### config.mk
export PLATFORM = sky130hd
export DESIGN_NAME = priority_queue_with_aging
export DESIGN_NICKNAME = d
export VERILOG_FILES = /design/src/pqa_pkg.sv /design/src/pqa_ctrl.sv /design/src/pqa_cells.sv /design/src/priority_queue_with_aging.sv
export SDC_FILE = /design/constraint.sdc
export NUM_CORES = 1
export LEC_CHECK = 0
export ABC_AREA = 0
export BUFFER_PORTS_ARGS = -buffer_cell sky130_fd_sc_hd__buf_2
export CELL_PAD_IN_SITES_DETAIL_PLACEMENT = 1
export CELL_PAD_IN_SITES_GLOBAL_PLACEMENT = 1
export CORE_MARGIN = 1.5
export CORE_UTILIZATION = 51
export DETAILED_ROUTE_END_ITERATION = 16
export PLACE_DENSITY = 0.77
export RECOVER_POWER = 100
export SLEW_MARGIN = 10
export SYNTH_ARGS = -nofsm -noshare
export SYNTH_HDL_FRONTEND = slang
export SYNTH_SLANG_ARGS = --single-unit
export TNS_END_PERCENT = 20
### constraint.sdc
create_clock -name clk -period 4.2 [get_ports clk]
set_input_delay 0.84 -clock clk [delete_from_list [all_inputs] [get_ports clk]]
set_output_delay 0.84 -clock clk [all_outputs]
set_load 0.1 [all_outputs]
### src/pqa_pkg.sv
// Package for the aging priority queue: beat structs, status codes and the control record.
// Used by every module of the block; depends on nothing.
package pqa_pkg;

    localparam int ID_W   = 16;
    localparam int PRIO_W = 8;
    localparam int OCC_W  = 5;

    typedef enum logic [1:0] {
        ST_DONE  = 2'd0,
        ST_FULL  = 2'd1,
        ST_EMPTY = 2'd2,
        ST_BAD   = 2'd3
    } status_t;

    localparam logic OP_INSERT   = 1'b0;
    localparam logic OP_RETRIEVE = 1'b1;

    typedef struct packed {
        logic              operation;
        logic [ID_W-1:0]   item_id;
        logic [PRIO_W-1:0] item_priority;
    } req_t;

    typedef struct packed {
        logic [1:0]        status;
        logic [ID_W-1:0]   taken_id;
        logic [OCC_W-1:0]  occupancy;
    } rsp_t;

    // Command from the controller to the cell chain.
    typedef struct packed {
        logic do_insert;
        logic do_retrieve;
    } cmd_t;

    // Status from the cell chain to the controller.
    typedef struct packed {
        logic is_full;
        logic is_empty;
    } stat_t;

endpackage

### src/pqa_ctrl.sv
// Controller of the aging priority queue: checks each request and issues the command.
// Depends on pqa_pkg.
module pqa_ctrl #(
    parameter int PRIORITY_MAX = 255,
    parameter int ID_MAX       = 65535
) (
    input  logic           clk,
    input  logic           rst_n,
    input  logic           start,
    input  pqa_pkg::req_t  req,
    input  pqa_pkg::stat_t stat,
    output pqa_pkg::cmd_t  cmd,
    output logic           busy,
    output logic           result_valid,
    output logic [1:0]     status
);
    import pqa_pkg::*;

    typedef enum logic {S_IDLE} state_t;

    state_t     state_reg;
    logic       valid_reg;
    logic [1:0] status_reg;
    logic       bad_arg;
    logic [1:0] status_next;

    // Argument check comes before the fullness check.
    always_comb
    begin
        bad_arg = (req.item_priority == '0)
               || ({24'd0, req.item_priority} > 32'(PRIORITY_MAX))
               || ({16'd0, req.item_id} > 32'(ID_MAX));
        cmd = '0;
        status_next = ST_DONE;
        if (req.operation == OP_INSERT)
        begin
            if (bad_arg)
                status_next = ST_BAD;
            else if (stat.is_full)
                status_next = ST_FULL;
            else
                cmd.do_insert = start;
        end
        else
        begin
            if (stat.is_empty)
                status_next = ST_EMPTY;
            else
                cmd.do_retrieve = start;
        end
    end

    // Each request's result is registered in the idle state, so the machine stays in its single state.
    always_ff @(posedge clk or negedge rst_n)
    begin
        if (!rst_n)
        begin
            state_reg  <= S_IDLE;
            valid_reg  <= 1'b0;
            status_reg <= ST_DONE;
        end
        else
        begin
            case (state_reg)
                S_IDLE:
                begin
                    valid_reg <= start;
                    if (start)
                        status_reg <= status_next;
                end
                default: state_reg <= S_IDLE;
            endcase
        end
    end

    assign busy         = 1'b0;
    assign result_valid = valid_reg;
    assign status       = status_reg;

endmodule

### src/pqa_cells.sv
// Datapath of the aging priority queue: a chain of sorted cells that shift and age in parallel.
// Depends on pqa_pkg.
module pqa_cells #(
    parameter int DEPTH = 16
) (
    input  logic                    clk,
    input  logic                    rst_n,
    input  pqa_pkg::cmd_t           cmd,
    input  logic [pqa_pkg::ID_W-1:0]   new_id,
    input  logic [pqa_pkg::PRIO_W-1:0] new_prio,
    output pqa_pkg::stat_t          stat,
    output logic [pqa_pkg::ID_W-1:0]   head_id,
    output logic [pqa_pkg::OCC_W-1:0]  occupancy
);
    import pqa_pkg::*;

    localparam int CW = $clog2(DEPTH + 1);

    logic [ID_W-1:0]   id_reg   [DEPTH];
    logic [PRIO_W-1:0] prio_reg [DEPTH];
    logic [CW-1:0]     count_reg;
    logic [DEPTH-1:0]  occ;
    logic [DEPTH-1:0]  after;
    logic [ID_W-1:0]   head_reg;

    // Each cell decides locally: occupied and its priority above the new one.
    always_comb
    begin
        for (int i = 0; i < DEPTH; i++)
        begin
            occ[i]   = (CW'(i) < count_reg);
            after[i] = occ[i] && (prio_reg[i] > new_prio);
        end
    end

    // Cell update: shift down on insert, shift up and age on retrieve.
    always_ff @(posedge clk)
    begin
        for (int i = 0; i < DEPTH; i++)
        begin
            if (cmd.do_insert)
            begin
                if (after[i])
                begin
                    if (i > 0 && after[(i > 0) ? i - 1 : 0])
                    begin
                        id_reg[i]   <= id_reg[(i > 0) ? i - 1 : 0];
                        prio_reg[i] <= prio_reg[(i > 0) ? i - 1 : 0];
                    end
                    else
                    begin
                        id_reg[i]   <= new_id;
                        prio_reg[i] <= new_prio;
                    end
                end
                else if (!occ[i] && (i == 0 || occ[(i > 0) ? i - 1 : 0]))
                begin
                    if (i > 0 && after[(i > 0) ? i - 1 : 0])
                    begin
                        id_reg[i]   <= id_reg[(i > 0) ? i - 1 : 0];
                        prio_reg[i] <= prio_reg[(i > 0) ? i - 1 : 0];
                    end
                    else
                    begin
                        id_reg[i]   <= new_id;
                        prio_reg[i] <= new_prio;
                    end
                end
            end
            else if (cmd.do_retrieve && i < DEPTH - 1)
            begin
                id_reg[i] <= id_reg[(i < DEPTH - 1) ? i + 1 : i];
                prio_reg[i] <= (prio_reg[(i < DEPTH - 1) ? i + 1 : i] > PRIO_W'(1))
                             ? prio_reg[(i < DEPTH - 1) ? i + 1 : i] - PRIO_W'(1)
                             : prio_reg[(i < DEPTH - 1) ? i + 1 : i];
            end
        end
    end

    // Head id is captured with the retrieve so it lines up with the result beat.
    always_ff @(posedge clk)
    begin
        head_reg <= cmd.do_retrieve ? id_reg[0] : '0;
    end

    // Fill count.
    always_ff @(posedge clk or negedge rst_n)
    begin
        if (!rst_n)
            count_reg <= '0;
        else if (cmd.do_insert)
            count_reg <= count_reg + CW'(1);
        else if (cmd.do_retrieve)
            count_reg <= count_reg - CW'(1);
    end

    assign stat.is_full  = (count_reg == CW'(DEPTH));
    assign stat.is_empty = (count_reg == '0);
    assign head_id       = head_reg;
    assign occupancy     = OCC_W'(count_reg);

endmodule

### src/priority_queue_with_aging.sv
// Top level of the aging priority queue: joins the controller and the cell chain.
// Depends on pqa_pkg, pqa_ctrl and pqa_cells.
//
// Every request beat is taken in any cycle (busy is always low) and its result beat
// appears on the next cycle, marked by done, for exactly one cycle: one item per clock,
// set by the chain of cells that shifts and ages all entries in the same cycle.
// The receiver cannot hold a result beat off, so it must take each one as it appears.
// A rejected request leaves the queue unchanged and reports its status.
module priority_queue_with_aging #(
    parameter int DEPTH        = 16,
    parameter int PRIORITY_MAX = 255,
    parameter int ID_MAX       = 65535
) (
    input  logic          clk,
    input  logic          rst_n,
    input  logic          start,
    output logic          busy,
    input  pqa_pkg::req_t req,
    output logic          done,
    output pqa_pkg::rsp_t rsp
);
    import pqa_pkg::*;

    cmd_t             cmd;
    stat_t            stat;
    logic [1:0]       status;
    logic [ID_W-1:0]  head_id;
    logic [OCC_W-1:0] occupancy;

    pqa_ctrl #(
        .PRIORITY_MAX(PRIORITY_MAX),
        .ID_MAX(ID_MAX)
    ) u_ctrl (
        .clk(clk),
        .rst_n(rst_n),
        .start(start),
        .req(req),
        .stat(stat),
        .cmd(cmd),
        .busy(busy),
        .result_valid(done),
        .status(status)
    );

    pqa_cells #(
        .DEPTH(DEPTH)
    ) u_cells (
        .clk(clk),
        .rst_n(rst_n),
        .cmd(cmd),
        .new_id(req.item_id),
        .new_prio(req.item_priority),
        .stat(stat),
        .head_id(head_id),
        .occupancy(occupancy)
    );

    // Result beat.
    always_comb
    begin
        rsp.status    = status;
        rsp.taken_id  = head_id;
        rsp.occupancy = occupancy;
    end

    // Insert and retrieve are never issued together.
    assert property (@(posedge clk) disable iff (!rst_n)
        !(cmd.do_insert && cmd.do_retrieve))
        else $error("insert and retrieve issued together");

    // A successful insert is never made into a full queue.
    assert property (@(posedge clk) disable iff (!rst_n)
        cmd.do_insert |-> !stat.is_full)
        else $error("insert into full queue");

    // A rejected beat reports no taken id.
    assert property (@(posedge clk) disable iff (!rst_n)
        (done && rsp.status != ST_DONE) |-> rsp.taken_id == '0)
        else $error("rejected beat carries an id");

endmodule
==> flow_metrics.tcl <==
set metrics [dict create \
    io-pin-count 53 \
    detailed_place.area_mm2 0.0270 \
    synthTopCellsByArea "sky130_fd_sc_hd__edfxtp_1 45%, sky130_fd_sc_hd__ha_1 7.8%, sky130_fd_sc_hd__a21oi_1 5.9%" \
    via_count 21500 \
    ys_seq_area_share_pct 46.8 \
    grt_first_pass_wirelength_mm 133 \
    finalWirelength_mm 84.8 \
    yosys-top-cells-count "384 x sky130_fd_sc_hd__edfxtp_1, 360 x sky130_fd_sc_hd__nand2_1, 303 x sky130_fd_sc_hd__a21oi_1, 243 x sky130_fd_sc_hd__nor2_1, 161 x sky130_fd_sc_hd__ha_1" \
    yosysWarningCount 0 \
    drt_pass1_iterations 5 \
    tritoncts_num_sinks 408 \
    cts.root.buffer_cell "sky130_fd_sc_hd__clkbuf_16" \
    synth.avg_cell_area_um2 9.86 \
    crit_fanout 24 \
    leakage_nw 11.1 \
    layout.nets 2818 \
    floorplan.rows 82 \
    post-route-period-util_pct 85.6 \
    synth-seq-cells 408 \
    floorplan.die_area_mm2 0.0519 \
    finalHoldViolCount 0 \
    post_route_cells_drive_above_1_share_pct 8.51 \
    drt-initial-drc-count 1558 \
    path_delay_family "buffers and inverters" \
    final_setup_fails 0 \
    max_slew_margin_pct -23.6 \
    ys_async_sr_fraction_pct 1.96 \
    clk_pin_slew_ns 0.06 \
    power-per-cell-area_mw_per_mm2 569 \
    worst_hold_path_type "in -> async" \
    avgViaCountPerCell 6.44 \
    synth_top_area_share_pct 44.8 \
    max_freq_mhz 278 \
    cpPeakStageDelay_ns 0.75 \
    edff_count_synth 384 \
    placement.io_buffers 51 \
    report.final.slew_viol_count 109 \
    final_period_minus_worst_setup_slack_ns 3.59 \
    cp-start-kind "flop" \
    finalInstanceArea_mm2 0.0284 \
    grt-ovfl-total 0 \
    postSynthCellCount 2611 \
    place_worst_setup_slack_ns 0.443 \
    violated_checks "max-capacitance violations, max-slew violations" \
    total_power_w 0.0162 \
    crit_arrival_ns 3.93 \
    synthesis.area_mm2 0.0258 \
    post-route-drc-count 0 \
    hold_buffer_count_at_cts 0 \
    numCtsBuffers 47 \
    yosys.cell_count.top_type "sky130_fd_sc_hd__edfxtp_1" \
    worst-path-buf-inv 3 \
    cap_violations 3 \
    avg_wl_per_cell_um 25.4 \
    grt_setup_unrepaired "false" \
    antenna_found_initial 6 \
    grt_start_max_net_pins 64 \
    ys_dominant_reg_cell "sky130_fd_sc_hd__edfxtp_1" \
    detail-route-antenna-nets 0 \
    synthesis.nets 2800 \
    layout-area-overhead-vs-synth_pct 10.4 \
    largest_register_ff_count 256 \
    vdd_drop_max_mv 0.368 \
    worst-setup-path-type "reg -> reg" \
    tightest_slew_ns 1.85 \
    floorplan.initialDensity_pct 51.5 \
    netlist-cell-type-count 81 \
    critical_path.cell_chain "nand2b_1 -> o311ai_4 -> clkbuf_1 -> buf_4 -> clkbuf_2 -> a21oi_1" \
    htree_num_levels 2 \
    clk_latency_ns 0.63 \
    core-area_mm2 0.0500 \
    gp_routability_congestion 0.909 \
    grt_use_total_pct 32.7 \
    cp_data_required_time_ns 4.54 \
    die_height_um 228 \
    crit_path_end_kind "flop" \
    worst_hold_slack_ns 0.153 \
    run_status "finished with violations" \
    netlist.top_cell.by_area "sky130_fd_sc_hd__edfxtp_1" \
    dp_hpwl_mm 58.6 \
    timing.critical_path.slowest_stage_cell "sky130_fd_sc_hd__clkbuf_1" \
    die_wd_um 228 \
    postLayoutSetupSlackWorst_ns 0.607 \
    post_cts_resize_count 0 \
    grt_pass1_vias 22700 \
    tritoncts_clock_tree "built" \
    cts_setup_buffers 0 \
    clock_skew_after_layout_ns 0.0337 \
    cts_max_path_buffers 3 \
]
report_power, final:
group	internal [W]	switching, W	total (W)
logic	0.00188	0.00337	0.00526
registers	0.00581	0.000949	0.00676
clock network	0.00235	0.00182	0.00417
total	0.0100	0.00615	0.0162
per-stage QoR:
| stage | setup TNS (ns) | std cells | utilization (%) |
|---|---|---|---|
| after floorplan | -4.33 | 2611 | - |
| after global placement | 0 | 3252 | 54.1 |
| after detailed placement | 0 | 3252 | 54.1 |
| after CTS | 0 | 3340 | 57.2 |
| after global routing | 0 | 3341 | 56.9 |
| final | 0 | 3341 | 56.9 |
layer usage:
layer  share of wire (%)  track usage [%]  vias to the layer above
met4                 3.6             12.6                       10
li1                    -                -                     9677
met3                 5.4             3.69                      211
met2                  50             57.0                      718
met1                  41             41.5                    10900
met5               0.065                0                        -
final cells by class:
class	count	area, µm²
well taps	672	841
flip-flops and latches	408	12100
repair buffers	146	1060
inverters	62	233
diodes	1	2.50
multi-input cells	1964	12700
fillers	5587	21500
clock buffers	66	1280
clock inverters	22	273
path summary, 6_finish.rpt:
check	start	to	slack [ns]	cells after the start
setup reg to reg	u_cells.occupancy[3]	u_cells.id_reg[1][44]	0.61	6
min in group clk	start	u_ctrl.result_valid	0.48	1
max in group asynchronous	rst_n	u_cells.occupancy[1]	3.72	1
setup / recovery	u_cells.occupancy[3]	u_cells.id_reg[1][44]	0.61	6
hold / removal	rst_n	u_ctrl.status[1]	0.15	1
hold reg to reg	u_cells.id_reg[0][3]	u_cells.head_id[3]	0.48	1
cells by family after synthesis:
family / after synthesis / synth area share, %
adder cells (fa/ha/maj): 161 / 7.82
XOR/XNOR: 100 / 3.40
AO/OA/AOI/OAI: 694 / 16.8
buffers and inverters: 239 / 3.91
flip-flops: 408 / 46.8
multiplexers: 164 / 6.49
AND/OR/NAND/NOR: 844 / 14.8
other: 1 / 0.0146
placed cells by master (no fill, tap or decap), types with 17 or more instances in the layout:
cell                        Yosys  routed
sky130_fd_sc_hd__a22oi_1       17      18
sky130_fd_sc_hd__xnor2_1       55      55
sky130_fd_sc_hd__nor4_1        38      38
sky130_fd_sc_hd__ha_1         161     161
sky130_fd_sc_hd__nand2_1      360     360
sky130_fd_sc_hd__edfxtp_1     384     384
sky130_fd_sc_hd__nor3_1        23      22
sky130_fd_sc_hd__buf_2         51      22
sky130_fd_sc_hd__xor2_1        45      45
sky130_fd_sc_hd__a21o_1        31      31
sky130_fd_sc_hd__clkbuf_16      0      47
sky130_fd_sc_hd__nor2b_1       18      17
sky130_fd_sc_hd__a21oi_1      303     303
sky130_fd_sc_hd__inv_1         62      62
sky130_fd_sc_hd__mux2_2        24      24
sky130_fd_sc_hd__o21ai_0      127     135
sky130_fd_sc_hd__o22ai_1       17      17
sky130_fd_sc_hd__o2bb2ai_1     19      19
sky130_fd_sc_hd__nor2_1       243     243
sky130_fd_sc_hd__or4_1         16      17
sky130_fd_sc_hd__mux2i_1      140     140
sky130_fd_sc_hd__nand3_1       49      49
sky130_fd_sc_hd__buf_4         10      58
sky130_fd_sc_hd__nand4_1       23      23
sky130_fd_sc_hd__clkbuf_1      96      52
sky130_fd_sc_hd__o211ai_1      28      28
No activity file was read; power rests on OpenSTA's default activity.
